===== src/rtl/core/lobm_pkg.sv =====
// Shared types and codes for the limit order book matcher.
package lobm_pkg;

    localparam int IDENT_W = 32;
    localparam int PRICE_W = 16;
    localparam int QTY_W   = 24;
    localparam int STAMP_W = 32;

    localparam logic MODE_PLACE  = 1'b0;
    localparam logic MODE_CANCEL = 1'b1;
    localparam logic SIDE_BUY    = 1'b0;
    localparam logic SIDE_SELL   = 1'b1;
    localparam logic KIND_FILL   = 1'b0;
    localparam logic KIND_SUMMARY = 1'b1;

    // One classified request handed from front to back.
    typedef struct packed {
        logic               cancel;
        logic               zero_qty;
        logic [IDENT_W-1:0] ident;
        logic               side;
        logic [PRICE_W-1:0] price;
        logic [QTY_W-1:0]   qty;
    } lobm_req_t;

    typedef enum logic [2:0] {
        ST_IDLE,
        ST_SCAN,
        ST_DECIDE,
        ST_FILL_OUT,
        ST_REST,
        ST_SUM_SCAN,
        ST_SUM_OUT
    } lobm_state_t;

endpackage


===== src/rtl/core/lobm_front.sv =====
// Front end: accepts requests, classifies them, two-entry queue to the engine.
module lobm_front (
    input  logic               aclk,
    input  logic               aresetn,
    input  logic               s_valid,
    output logic               s_ready,
    input  logic               s_mode,
    input  logic [31:0]        s_order_ident,
    input  logic               s_side,
    input  logic [15:0]        s_limit_price,
    input  logic [23:0]        s_order_qty,
    output logic               q_valid,
    input  logic               q_ready,
    output lobm_pkg::lobm_req_t q_req
);
    import lobm_pkg::*;

    lobm_req_t   mem_reg [2];
    logic        wptr_reg, rptr_reg;
    logic [1:0]  cnt_reg;
    lobm_req_t   in_req;
    logic        push, pop;

    always_comb begin
        in_req.cancel   = (s_mode == MODE_CANCEL);
        in_req.zero_qty = (s_order_qty == '0);
        in_req.ident    = s_order_ident;
        in_req.side     = s_side;
        in_req.price    = s_limit_price;
        in_req.qty      = s_order_qty;
    end

    assign s_ready = (cnt_reg != 2'd2);
    assign q_valid = (cnt_reg != 2'd0);
    assign q_req   = mem_reg[rptr_reg];
    assign push    = s_valid && s_ready;
    assign pop     = q_valid && q_ready;

    always_ff @(posedge aclk) begin
        if (push) begin
            mem_reg[wptr_reg] <= in_req;
        end
    end

    always_ff @(posedge aclk) begin
        if (!aresetn) begin
            wptr_reg <= 1'b0;
            rptr_reg <= 1'b0;
            cnt_reg  <= 2'd0;
        end else begin
            if (push) wptr_reg <= ~wptr_reg;
            if (pop)  rptr_reg <= ~rptr_reg;
            cnt_reg <= cnt_reg + {1'b0, push} - {1'b0, pop};
        end
    end

    a_no_overflow: assert property (@(posedge aclk) disable iff (!aresetn)
        cnt_reg == 2'd2 |-> !s_ready) else $error("queue overflow");
    a_cnt_range: assert property (@(posedge aclk) disable iff (!aresetn)
        cnt_reg != 2'd3) else $error("queue count out of range");
    a_pop_nonempty: assert property (@(posedge aclk) disable iff (!aresetn)
        pop |-> cnt_reg != 2'd0) else $error("pop from empty queue");

endmodule


===== config.mk =====
export PLATFORM = sky130hd
export DESIGN_NAME = lobm_front
export DESIGN_NICKNAME = d
export VERILOG_FILES = /design/src/rtl/core/lobm_pkg.sv /design/src/rtl/core/lobm_front.sv
export SDC_FILE = /design/constraint.sdc
export NUM_CORES = 1
export LEC_CHECK = 0
export BUFFER_PORTS_ARGS = -buffer_cell sky130_fd_sc_hd__buf_2
export CAP_MARGIN = 20
export CORE_UTILIZATION = 50
export CTS_CLUSTER_DIAMETER = 100
export DETAILED_ROUTE_END_ITERATION = 7
export GPL_TIMING_DRIVEN = 0
export PLACE_DENSITY = 0.76
export SLEW_MARGIN = 20
export SYNTH_ARGS = -nofsm -noshare
export SYNTH_HDL_FRONTEND = slang
export SYNTH_SLANG_ARGS = --single-unit

===== constraint.sdc =====
create_clock -name aclk -period 5.6 [get_ports aclk]
set_clock_uncertainty 0.05 [all_clocks]
set_input_delay 0.56 -clock aclk [delete_from_list [all_inputs] [get_ports aclk]]
set_output_delay 0.56 -clock aclk [all_outputs]
set_load 0.02 [all_outputs]

==> run_results.csv <==
group,metric,value,unit
floorplanning,die_area,12200,um2
clock_tree,clk_latency,0.42,ns
cells_and_area,n_antenna_cell,0,
clock_tree,h-tree-depth,4,
power_and_ir_drop,powerDensity,484,nW/um2
clock_tree,cts_resized,0,
grt,antenna_found_initial,0,
clock_tree,cts_inserted_buffers,17,
synth,synth_top_area_share,76.4,%
floorplanning,core_region_area,11500,um2
sta,hold_violations,0,
drt,totalWireLength,10000,um
drt,dr.pass1.iters,4,
critical_path,worstPathMaxFanout,10,
cells_and_area,finish.utilization,65.8,%
grt,grt_max_degree,47,
place,dp_hpwl,6720,um
synth,synth_nets,347,
synth,syn_inst,267,
drt,postRouteAntennaNets,0,
synth,synth_cell_types,22,
critical_path,crit_arrival,1.69,ns
floorplanning,num_io_pins,155,
floorplanning,start_util,51.4,%
drt,wl_per_cell,16.8,um
sta,post-route-min-period,2.30,ns
floorplanning,die_h,111,um
power_and_ir_drop,p_leak,2.95,nW
grt,globalRouteOverflowTotal,0,
grt,grt_util_all_layers,17.5,%
drt,avgViaCountPerCell,5.09,
sta,worst_slew_pin_slew,0.535,ns
power_and_ir_drop,power.total,3.66,mW
cells_and_area,final_cell_mix,"buf_2, edfxtp_1, mux2_4",
critical_path,path_class,"reg -> out",
synth,synth.cell_area,5900,um2
cells_and_area,area_growth,28.0,%
cells_and_area,largest_reg_flops,150,
status,outcome,"finished clean",
sta,relSlewSlack,64.4,%
synth,syn-mean-instance-area,22.1,um2
clock_tree,path_clk_slew,0.06,ns
cells_and_area,fin_nets,522,
floorplanning,num_rows,39,
drt,dr_total_vias,3041,
clock_tree,postCtsSetupRepairBufs,0,
grt,grt_pass1_vias,3167,
clock_tree,holdBufCountCts,0,
drt,drc,0,
sta,timing.fmax,0.435,GHz
job,cap_viol_max_count,0,
cells_and_area,final_common_cell,"buf_2",
place,place.gp.congestion,0.688,
grt,grt_pass1_wl,15800,um
floorplanning,die_w,111,um
synth,yosys.area.top_type,"edfxtp_1",
sta,finalSetupViolations,0,
synth,synth_seq_area_share,78.1,%
critical_path,end_kind,"primary output",
sta,drv_slew,0,
sta,finalCritPeriodShare,41.0,%
clock_tree,cts_sinks,155,
drt,drt_iter0_markers,117,
synth,ys_top_cells_by_area,"edfxtp_1, mux2_4, mux2_2",
critical_path,startpoint_type,"flip-flop",
sta,finalSetupTns,0,ns
synth,yosys_register_bits,155,
clock_tree,clockRootBuffer,"clkbuf_16",
synth,yosys_warnings,0,
sta,rsz0062_at_grt,"false",
clock_tree,clock_path_buffers,2,
clock_tree,cts_tree,"built",
cells_and_area,drive_gt1_share,60.0,%
place,io_buffers,154,
hold_path,hold_path.class,"in -> reg",
critical_path,cp_data_required_time,4.99,ns
power_and_ir_drop,peakVddDrop,347,uV
-- cell usage after synthesis, drive strengths merged --
master / n
a21bo: 1
a21oi: 1
and2: 1
and3: 1
buf: 8
dfxtp: 5
edfxtp: 150
ha: 2
inv: 3
mux2: 75
nand2: 2
nand2b: 1
nand3b: 1
nand4: 1
nor2: 4
nor4: 6
o21a: 1
or2: 1
xnor2: 2
xor2: 1
-- worst max-delay path: stages, from the launching register on --
cell and delay [ns]:
dfxtp_1 0.40, buf_6 0.19, buf_6 0.20, mux2_4 0.31, buf_2 0.16
-- kinds of logic after synthesis --
logic type | Yosys count | synth area share, %
DFF | 155 | 78.1
and+or+nand+nor | 18 | 1.68
muxes | 75 | 17.5
adders and majority gates | 2 | 0.424
buffers and inverters | 11 | 1.51
AOI/OAI and AO/OA | 3 | 0.382
xor gates and xnor gates | 3 | 0.446
-- area by class of cell --
type / count / area (um2)
Buffer: 8 / 77.6
Fill cell: 792 / 3920
Multi-Input combinational cell: 101 / 1210
Timing Repair Buffer: 156 / 818
Sequential cell: 155 / 4600
Clock inverter: 15 / 221
Tap cell: 143 / 179
Inverter: 3 / 13.8
Clock buffer: 17 / 425
-- metrics by stage --
| step | instance area, um2 | hold slack, ns | cells | worst slack [ns] |
|---|---|---|---|---|
| 2_1_floorplan | 5900 | 0.431 | 267 | 2.62 |
| 3_3_place_gp | 6850 | 0.446 | 564 | 1.73 |
| 3_5_place_dp | 6900 | 0.450 | 566 | 3.66 |
| 4_1_cts | 7550 | 0.259 | 598 | 3.26 |
| 5_1_grt | 7550 | 0.261 | 598 | 3.24 |
| 6_report | 7550 | 0.276 | 598 | 3.30 |
-- layer usage --
metal  global-route usage (%)  up-vias  wire (um)
li1                         -     1418          -
met1                     18.7     1480       3800
met2                     29.5      127       5330
met3                     7.08       16        718
met4                     9.33        0        189
met5                        0        -          0
-- path summary, 6_finish.rpt --
path | start | endpoint | slack (ns) | cells past startpoint
setup / recovery | flip-flop | q_req[34] | 3.30 | 4
hold / removal | s_order_ident[24] | mem_reg[0][65]$_DFFE_PP_ | 0.28 | 1
setup reg to reg | cnt_reg[0]$_SDFF_PN0_ | mem_reg[1][27]$_DFFE_PP_ | 3.74 | 3
hold reg to reg | rptr_reg$_SDFFE_PN0P_ | rptr_reg$_SDFFE_PN0P_ | 0.48 | 2
-- where the power goes --
group / internal [mW] / switching, mW / leakage, nW
logic: 0.424 / 0.527 / 1.20
clock network: 0.790 / 0.437 / 0.309
registers: 1.44 / 0.0390 / 1.44
Note: power is estimated with default switching activity, not from simulation.
