`src/rtl/core/lobm_pkg.sv`:
```
// Shared types and codes for the limit order book matcher.
package lobm_pkg;

    localparam int IDENT_W = 32;
    localparam int PRICE_W = 16;
    localparam int QTY_W   = 24;
    localparam int STAMP_W = 32;

    localparam logic MODE_PLACE  = 1'b0;
    localparam logic MODE_CANCEL = 1'b1;
    localparam logic SIDE_BUY    = 1'b0;
    localparam logic SIDE_SELL   = 1'b1;
    localparam logic KIND_FILL   = 1'b0;
    localparam logic KIND_SUMMARY = 1'b1;

    // One classified request handed from front to back.
    typedef struct packed {
        logic               cancel;
        logic               zero_qty;
        logic [IDENT_W-1:0] ident;
        logic               side;
        logic [PRICE_W-1:0] price;
        logic [QTY_W-1:0]   qty;
    } lobm_req_t;

    typedef enum logic [2:0] {
        ST_IDLE,
        ST_SCAN,
        ST_DECIDE,
        ST_FILL_OUT,
        ST_REST,
        ST_SUM_SCAN,
        ST_SUM_OUT
    } lobm_state_t;

endpackage

```
`src/rtl/core/lobm_back.sv`:
```
// Matching engine: slot table, best-maker scan, fills, resting and summary.
module lobm_back #(
    parameter int ORDER_SLOTS = 32
) (
    input  logic                aclk,
    input  logic                aresetn,
    input  logic                q_valid,
    output logic                q_ready,
    input  lobm_pkg::lobm_req_t q_req,
    output logic                m_valid,
    input  logic                m_ready,
    output logic                m_kind,
    output logic [23:0]         m_fill_qty,
    output logic [31:0]         m_taker_ident,
    output logic [31:0]         m_maker_ident,
    output logic [15:0]         m_best_bid,
    output logic                m_bid_present,
    output logic [15:0]         m_best_ask,
    output logic                m_ask_present,
    output logic                m_rested,
    output logic                m_book_full,
    output logic                m_last
);
    import lobm_pkg::*;

    localparam int IW = $clog2(ORDER_SLOTS);
    localparam int CW = $clog2(ORDER_SLOTS + 1);

    // slot table; valid bits in flops, payload as plain registers
    logic [ORDER_SLOTS-1:0] valid_reg, valid_next;
    logic                   side_reg  [ORDER_SLOTS];
    logic [IDENT_W-1:0]     ident_reg [ORDER_SLOTS];
    logic [PRICE_W-1:0]     price_reg [ORDER_SLOTS];
    logic [QTY_W-1:0]       qty_reg   [ORDER_SLOTS];
    logic [STAMP_W-1:0]     stamp_reg [ORDER_SLOTS];
    logic [STAMP_W-1:0]     arrival_reg, arrival_next;

    lobm_state_t state_reg, state_next;
    lobm_req_t   req_reg, req_next;
    logic [QTY_W-1:0] left_reg, left_next;
    logic [CW-1:0]    nfill_reg, nfill_next;
    logic [IW-1:0]    idx_reg, idx_next;
    logic             found_reg, found_next;
    logic [IW-1:0]    best_reg, best_next;
    logic             free_found_reg, free_found_next;
    logic [IW-1:0]    free_reg, free_next;
    logic             rested_reg, rested_next, full_reg, full_next;
    logic             hb_reg, hb_next, ha_reg, ha_next;
    logic [PRICE_W-1:0] bid_reg, bid_next, ask_reg, ask_next;

    // output register
    logic             ov_reg, ov_next;
    logic             okind_reg, okind_next;
    logic [QTY_W-1:0] oqty_reg, oqty_next;
    logic [IDENT_W-1:0] otaker_reg, otaker_next, omaker_reg, omaker_next;
    logic             orested_reg, orested_next, ofull_reg, ofull_next;
    logic [PRICE_W-1:0] obid_reg, obid_next, oask_reg, oask_next;
    logic             ohb_reg, ohb_next, oha_reg, oha_next;

    // scan element
    logic             e_ok, e_better, e_last;
    logic [STAMP_W-1:0] age_e, age_b;
    logic             do_write, do_dec, do_rest, do_cancel_clr;
    logic [QTY_W-1:0] dec_qty;

    assign age_e  = arrival_reg - stamp_reg[idx_reg];
    assign age_b  = arrival_reg - stamp_reg[best_reg];
    assign e_last = (idx_reg == IW'(ORDER_SLOTS - 1));

    always_comb begin
        e_ok = valid_reg[idx_reg] && (side_reg[idx_reg] != req_reg.side) &&
               ((req_reg.side == SIDE_BUY) ? (price_reg[idx_reg] <= req_reg.price)
                                           : (price_reg[idx_reg] >= req_reg.price));
        if (price_reg[idx_reg] != price_reg[best_reg]) begin
            e_better = (req_reg.side == SIDE_BUY) ?
                       (price_reg[idx_reg] < price_reg[best_reg]) :
                       (price_reg[idx_reg] > price_reg[best_reg]);
        end else begin
            e_better = age_e > age_b;
        end
    end

    assign q_ready = (state_reg == ST_IDLE);

    always_comb begin
        state_next = state_reg;
        req_next = req_reg;
        left_next = left_reg;
        nfill_next = nfill_reg;
        idx_next = idx_reg;
        found_next = found_reg;
        best_next = best_reg;
        free_found_next = free_found_reg;
        free_next = free_reg;
        rested_next = rested_reg;
        full_next = full_reg;
        hb_next = hb_reg; ha_next = ha_reg;
        bid_next = bid_reg; ask_next = ask_reg;
        valid_next = valid_reg;
        arrival_next = arrival_reg;
        ov_next = ov_reg && !m_ready;
        okind_next = okind_reg;
        oqty_next = oqty_reg;
        otaker_next = otaker_reg;
        omaker_next = omaker_reg;
        orested_next = orested_reg;
        ofull_next = ofull_reg;
        obid_next = obid_reg;
        oask_next = oask_reg;
        ohb_next = ohb_reg;
        oha_next = oha_reg;
        do_write = 1'b0;
        do_dec = 1'b0;
        do_rest = 1'b0;
        do_cancel_clr = 1'b0;
        dec_qty = '0;

        case (state_reg)
            ST_IDLE: begin
                if (q_valid) begin
                    req_next = q_req;
                    left_next = q_req.qty;
                    nfill_next = '0;
                    rested_next = 1'b0;
                    full_next = 1'b0;
                    idx_next = '0;
                    found_next = 1'b0;
                    free_found_next = 1'b0;
                    if (q_req.cancel || q_req.zero_qty) begin
                        state_next = ST_SUM_SCAN;
                        hb_next = 1'b0; ha_next = 1'b0;
                        bid_next = '0; ask_next = '0;
                    end else begin
                        state_next = ST_SCAN;
                    end
                end
            end
            ST_SCAN: begin
                // one slot per cycle; also note lowest free slot
                if (e_ok && (!found_reg || e_better)) begin
                    found_next = 1'b1;
                    best_next = idx_reg;
                end
                if (!valid_reg[idx_reg] && !free_found_reg) begin
                    free_found_next = 1'b1;
                    free_next = idx_reg;
                end
                if (e_last) begin
                    idx_next = '0;
                    state_next = ST_DECIDE;
                end else begin
                    idx_next = idx_reg + 1'b1;
                end
            end
            ST_DECIDE: begin
                if (found_reg && left_reg != '0 && nfill_reg != CW'(ORDER_SLOTS)) begin
                    if (!ov_reg || m_ready) begin
                        do_write = 1'b1;
                        ov_next = 1'b1;
                        okind_next = KIND_FILL;
                        otaker_next = req_reg.ident;
                        omaker_next = ident_reg[best_reg];
                        orested_next = 1'b0;
                        ofull_next = 1'b0;
                        obid_next = '0;
                        oask_next = '0;
                        ohb_next = 1'b0;
                        oha_next = 1'b0;
                        if (qty_reg[best_reg] > left_reg) begin
                            oqty_next = left_reg;
                            do_dec = 1'b1;
                            dec_qty = qty_reg[best_reg] - left_reg;
                            left_next = '0;
                        end else begin
                            oqty_next = qty_reg[best_reg];
                            left_next = left_reg - qty_reg[best_reg];
                            valid_next[best_reg] = 1'b0;
                        end
                        nfill_next = nfill_reg + 1'b1;
                        state_next = ST_FILL_OUT;
                    end
                end else begin
                    state_next = ST_REST;
                end
            end
            ST_FILL_OUT: begin
                found_next = 1'b0;
                free_found_next = 1'b0;
                idx_next = '0;
                state_next = (left_reg == '0) ? ST_REST : ST_SCAN;
            end
            ST_REST: begin
                if (left_reg != '0) begin
                    if (free_found_reg) begin
                        do_rest = 1'b1;
                        valid_next[free_reg] = 1'b1;
                        arrival_next = arrival_reg + 1'b1;
                        rested_next = 1'b1;
                    end else begin
                        full_next = 1'b1;
                    end
                end
                hb_next = 1'b0; ha_next = 1'b0;
                bid_next = '0; ask_next = '0;
                idx_next = '0;
                state_next = ST_SUM_SCAN;
            end
            ST_SUM_SCAN: begin
                if (req_reg.cancel && valid_reg[idx_reg] &&
                    ident_reg[idx_reg] == req_reg.ident) begin
                    valid_next[idx_reg] = 1'b0;
                end else if (valid_reg[idx_reg]) begin
                    if (side_reg[idx_reg] == SIDE_BUY) begin
                        if (!hb_reg || price_reg[idx_reg] > bid_reg)
                            bid_next = price_reg[idx_reg];
                        hb_next = 1'b1;
                    end else begin
                        if (!ha_reg || price_reg[idx_reg] < ask_reg)
                            ask_next = price_reg[idx_reg];
                        ha_next = 1'b1;
                    end
                end
                if (e_last) begin
                    state_next = ST_SUM_OUT;
                end else begin
                    idx_next = idx_reg + 1'b1;
                end
            end
            ST_SUM_OUT: begin
                if (!ov_reg || m_ready) begin
                    ov_next = 1'b1;
                    okind_next = KIND_SUMMARY;
                    oqty_next = '0;
                    otaker_next = '0;
                    omaker_next = '0;
                    orested_next = rested_reg;
                    ofull_next = full_reg;
                    obid_next = bid_reg;
                    oask_next = ask_reg;
                    ohb_next = hb_reg;
                    oha_next = ha_reg;
                    state_next = ST_IDLE;
                end
            end
            default: state_next = ST_IDLE;
        endcase
    end

    always_ff @(posedge aclk) begin
        if (!aresetn) begin
            state_reg <= ST_IDLE;
            valid_reg <= '0;
            arrival_reg <= '0;
            ov_reg <= 1'b0;
        end else begin
            state_reg <= state_next;
            valid_reg <= valid_next;
            arrival_reg <= arrival_next;
            ov_reg <= ov_next;
        end
    end

    always_ff @(posedge aclk) begin
        req_reg <= req_next;
        left_reg <= left_next;
        nfill_reg <= nfill_next;
        idx_reg <= idx_next;
        found_reg <= found_next;
        best_reg <= best_next;
        free_found_reg <= free_found_next;
        free_reg <= free_next;
        rested_reg <= rested_next;
        full_reg <= full_next;
        hb_reg <= hb_next; ha_reg <= ha_next;
        bid_reg <= bid_next; ask_reg <= ask_next;
        okind_reg <= okind_next;
        oqty_reg <= oqty_next;
        otaker_reg <= otaker_next;
        omaker_reg <= omaker_next;
        orested_reg <= orested_next;
        ofull_reg <= ofull_next;
        obid_reg <= obid_next;
        oask_reg <= oask_next;
        ohb_reg <= ohb_next;
        oha_reg <= oha_next;
        if (do_dec) qty_reg[best_reg] <= dec_qty;
        if (do_rest) begin
            side_reg[free_reg]  <= req_reg.side;
            ident_reg[free_reg] <= req_reg.ident;
            price_reg[free_reg] <= req_reg.price;
            qty_reg[free_reg]   <= left_reg;
            stamp_reg[free_reg] <= arrival_reg;
        end
    end

    assign m_valid       = ov_reg;
    assign m_kind        = okind_reg;
    assign m_fill_qty    = oqty_reg;
    assign m_taker_ident = otaker_reg;
    assign m_maker_ident = omaker_reg;
    assign m_best_bid    = obid_reg;
    assign m_bid_present = ohb_reg;
    assign m_best_ask    = oask_reg;
    assign m_ask_present = oha_reg;
    assign m_rested      = orested_reg;
    assign m_book_full   = ofull_reg;
    assign m_last        = (okind_reg == KIND_SUMMARY);

    a_rest_excl: assert property (@(posedge aclk) disable iff (!aresetn)
        !(m_valid && m_rested && m_book_full)) else $error("rested and full");
    a_idle_nobusy: assert property (@(posedge aclk) disable iff (!aresetn)
        q_ready |-> !(do_write || do_rest)) else $error("table write while idle");
    a_fill_guard: assert property (@(posedge aclk) disable iff (!aresetn)
        do_write |-> valid_reg[best_reg]) else $error("fill against empty slot");
    a_rest_free: assert property (@(posedge aclk) disable iff (!aresetn)
        do_rest |-> !valid_reg[free_reg]) else $error("rest into used slot");

endmodule

```
`config.mk`:
```
export PLATFORM = sky130hd
export DESIGN_NAME = lobm_back
export DESIGN_NICKNAME = d
export VERILOG_FILES = /design/src/rtl/core/lobm_pkg.sv /design/src/rtl/core/lobm_back.sv
export SDC_FILE = /design/constraint.sdc
export NUM_CORES = 2
export LEC_CHECK = 0
export BUFFER_PORTS_ARGS = -buffer_cell sky130_fd_sc_hd__buf_2
export CELL_PAD_IN_SITES_DETAIL_PLACEMENT = 2
export CELL_PAD_IN_SITES_GLOBAL_PLACEMENT = 2
export CORE_AREA = 2 2 754 756
export DETAILED_ROUTE_END_ITERATION = 7
export DIE_AREA = 0 0 756 758
export PLACE_DENSITY = 0.52
export SLEW_MARGIN = 15
export SYNTH_ARGS = -nofsm -noshare
export SYNTH_HDL_FRONTEND = slang
export SYNTH_SLANG_ARGS = --single-unit
```
`constraint.sdc`:
```
create_clock -name aclk -period 11.9 [get_ports aclk]
set_clock_uncertainty 0.15 [all_clocks]
set_input_delay 2.38 -clock aclk [delete_from_list [all_inputs] [get_ports aclk]]
set_output_delay 2.38 -clock aclk [all_outputs]
set_load 0.01 [all_outputs]
```
==> flow_metrics.py <==
metrics = {
    "global_route": {
        "grt_overflow_total": 0,
        "grt_start_max_net_pins": 127,
        "track_usage_pct": 21.3,
        "grt_pass1_wl_um": 861000,
        "antenna_found_initial": 14,
        "grt_pass1_vias": 102656,
    },
    "worst_setup_path": {
        "worstSetupEndpoint": "best_reg[2]$_DFFE_PP_",
        "rrSetupSlack_ns": 1.91,
        "required_ns": 12.43,
        "r2r_cells": 27,
        "startpoint_type": "flip-flop",
        "crit_fanout": 35,
        "worst_r2r_endpoint": "best_reg[2]$_DFFE_PP_",
        "crit_type": "reg2reg",
        "crit_arrival_ns": 10.53,
        "critPathCaptureType": "flip-flop",
    },
    "detailed_routing": {
        "drc": 0,
        "drtIter0Drc": 8120,
        "post_drt_wl_per_cell_um": 36.9,
        "vias_per_cell": 5.58,
        "antenna_left": 0,
        "wl_um": 619000,
        "drtPass1Iterations": 5,
        "num_vias": 93622,
    },
    "clocking": {
        "cts_hold_buf": 0,
        "post-cts-setup-buffers": 0,
        "worstSkewPairLatency_ns": 1.05,
        "ctsResizeCount": 0,
        "numCtsBuffers": 420,
        "clk_path_buf_depth": 4,
        "clockRootBuffer": "clkbuf_16",
        "cts-htree-levels": 5,
        "cts.sinks": 3696,
        "cts_tree": "done",
        "clk_pin_slew_worst_paths_ns": 0.06,
    },
    "sta": {
        "fin_crit_ns": 9.99,
        "rsz0062_at_grt": "no",
        "slew_headroom_pct": 14.6,
        "hold_viol": 0,
        "post-route-period-util_pct": 84.0,
        "max_freq_ghz": 0.100,
        "worstMarginPinSlew_ns": 1.25,
        "slew_viol_final": 0,
        "setup_violations": 0,
        "setup_tns_ns": 0,
    },
    "placement": {
        "dp.cells": 15983,
        "place_congestion": 0.781,
        "io_buffers": 206,
        "dp_hpwl_um": 358000,
    },
    "power_and_ir_drop": {
        "powerDensity_mw_per_mm2": 188,
        "ir_drop_mv": 0.123,
        "power.leakage_nw": 61.6,
    },
    "synth": {
        "synth_area_mm2": 0.169,
        "synth-edff-count": 3618,
        "synth.area.mux_share_pct": 25.1,
        "synth_compound_area_share_pct": 2.99,
        "synth_adder_area_share_pct": 1.62,
        "syn_inst": 8477,
        "synthXorXnorAreaFrac_pct": 0.818,
        "ys_seq_area_share_pct": 65.2,
        "synth_top_family_by_area": "multiplexers",
        "synth_fp_nets": 8773,
        "synthArstFlopShare_pct": 0,
        "ys_types": 76,
        "synth_simple_gate_area_share_pct": 2.57,
        "yosys_warnings": 0,
        "syn_area_per_cell_um2": 19.9,
        "ys.flop_type": "edfxtp_1",
        "synth_seq_cells": 3696,
    },
    "finish": {
        "area_growth_pct": 15.2,
        "final_nets": 9204,
        "fin_cells": 16766,
        "utilization_pct": 34.5,
        "drive_above_1_share_pct": 33.5,
    },
    "job": {
        "cap_violations": 0,
    },
    "floorplan": {
        "initial_core_util_pct": 30.0,
        "ios": 207,
        "die_h_um": 758,
        "std_cell_rows": 276,
        "core_mm2": 0.564,
        "dieArea_mm2": 0.573,
        "die_w_um": 756,
    },
    "outcome": {
        "outcome": "completed",
    },
    "min_path": {
        "hold_path.class": "reg2reg",
    },
}
[critical path, cell delays in order, from the launching register on]
cell and delay [ns]:
dfxtp_4 0.86, buf_4 0.63, mux4_2 0.60, mux4_2 0.47, mux2i_1 0.71, ha_1 0.42
and3_1 0.24, and3_1 0.19, a21oi_1 0.34, o21ba_2 0.26, o2111ai_1 0.18, a21oi_1 0.35
o21ai_0 0.18, o41ai_1 0.43, o21ai_0 0.19, xnor2_1 0.17, ha_1 0.31, nand4_1 0.15
nor2_1 0.18, nand3_1 0.15, nor3_1 0.29, nand3_1 0.16, a21oi_1 0.16, nor3_1 0.08
o31ai_1 0.95, buf_4 0.25, o21ai_1 0.25, inv_1 0.29
[power by group]
part	internal, mW	total (mW)	switching, mW
clock network	7.49	13.1	5.60
logic	2.94	7.91	4.97
registers	15.2	15.6	0.397
[logic make-up after synthesis]
family / Yosys count
buffers and inverters: 726
AO/OA/AOI/OAI: 740
adder cells (fa/ha/maj): 217
multiplexers: 2046
XOR/XNOR: 158
flip-flops: 3696
AND/OR/NAND/NOR: 894
[cells in the final DEF (no fill, tap or decap), drive strengths merged, types with 43 or more instances in the layout]
| cell | count |
|---|---|
| nor2 | 243 |
| clkbuf | 504 |
| a21oi | 178 |
| nor4 | 43 |
| clkinv | 196 |
| nand4 | 46 |
| dfxtp | 78 |
| xnor2 | 95 |
| nand2 | 232 |
| ha | 213 |
| xor2 | 63 |
| mux2 | 59 |
| mux4 | 1746 |
| buf | 558 |
| mux2i | 241 |
| nand3 | 61 |
| edfxtp | 3618 |
| a22oi | 47 |
| inv | 186 |
| a22o | 64 |
| bufinv | 43 |
| nor2b | 78 |
| o21ai | 123 |
| a21o | 65 |
| nor3 | 51 |
[Yosys cell counts (45+ instances only)]
cell type  count  share of area [%]
ha_1         213                1.6
mux2i_1      241                1.4
nand2_1      232               0.51
dfxtp_1       78               0.92
o21ai_0      118               0.35
edfxtp_1    3618                 64
nor3_1        50               0.15
a21o_1        65               0.29
buf_1        129               0.29
buf_2         45               0.13
xor2_1        63               0.33
a21oi_1      178               0.53
a22oi_1       47               0.21
nand4_1       46               0.17
inv_1        173               0.38
xnor2_1       95               0.49
mux2_2        59               0.39
nor2b_1       78               0.29
nor2_1       243               0.54
clkbuf_1     342               0.76
nand3_1       61               0.18
mux4_2      1746                 23
a22o_1        64               0.33
[per-stage QoR]
step | area [µm²] | worst slack [ns] | hold WS, ns | power [mW]
floorplan | 169000 | 3.09 | 0.293 | 20.6
global placement | 181000 | 1.78 | 0.307 | 23.8
detailed placement | 181000 | 1.85 | 0.313 | 23.9
CTS | 195000 | 1.77 | 0.322 | 37.1
global route | 195000 | 1.15 | 0.340 | 38.0
finish | 195000 | 1.91 | 0.316 | 36.6
[worst min path at each step]
stage / slack (ns) / end / startpoint / cells after the start
floorplan: 0.29 / best_reg[3]$_DFFE_PP_ / idx_reg[3]$_DFFE_PP_ / 0
global placement: 0.31 / valid_reg[16]$_SDFFE_PN0P_ / valid_reg[16]$_SDFFE_PN0P_ / 2
detailed placement: 0.31 / valid_reg[2]$_SDFFE_PN0P_ / valid_reg[2]$_SDFFE_PN0P_ / 2
CTS: 0.32 / valid_reg[30]$_SDFFE_PN0P_ / valid_reg[30]$_SDFFE_PN0P_ / 2
global route: 0.34 / valid_reg[28]$_SDFFE_PN0P_ / valid_reg[28]$_SDFFE_PN0P_ / 2
finish: 0.32 / valid_reg[30]$_SDFFE_PN0P_ / valid_reg[30]$_SDFFE_PN0P_ / 2
[cell type report]
type / instances / area, µm²
antenna: 6 / 15.0
clock buffer: 504 / 11000
clock inverter: 264 / 2660
fill: 54807 / 370000
inverter: 177 / 682
multi-input combinational: 4055 / 56500
sequential: 3696 / 110000
tap: 7506 / 9390
timing repair buffer: 558 / 4300
[routing by layer]
metal,up-vias,GRT usage (%),wire length (µm)
li1,37110,-,-
met1,53218,29.4,271000
met2,2619,36.2,307000
met3,675,2.30,26100
met4,0,4.77,14900
met5,-,0,0
Power figures use the tool's default switching activity.
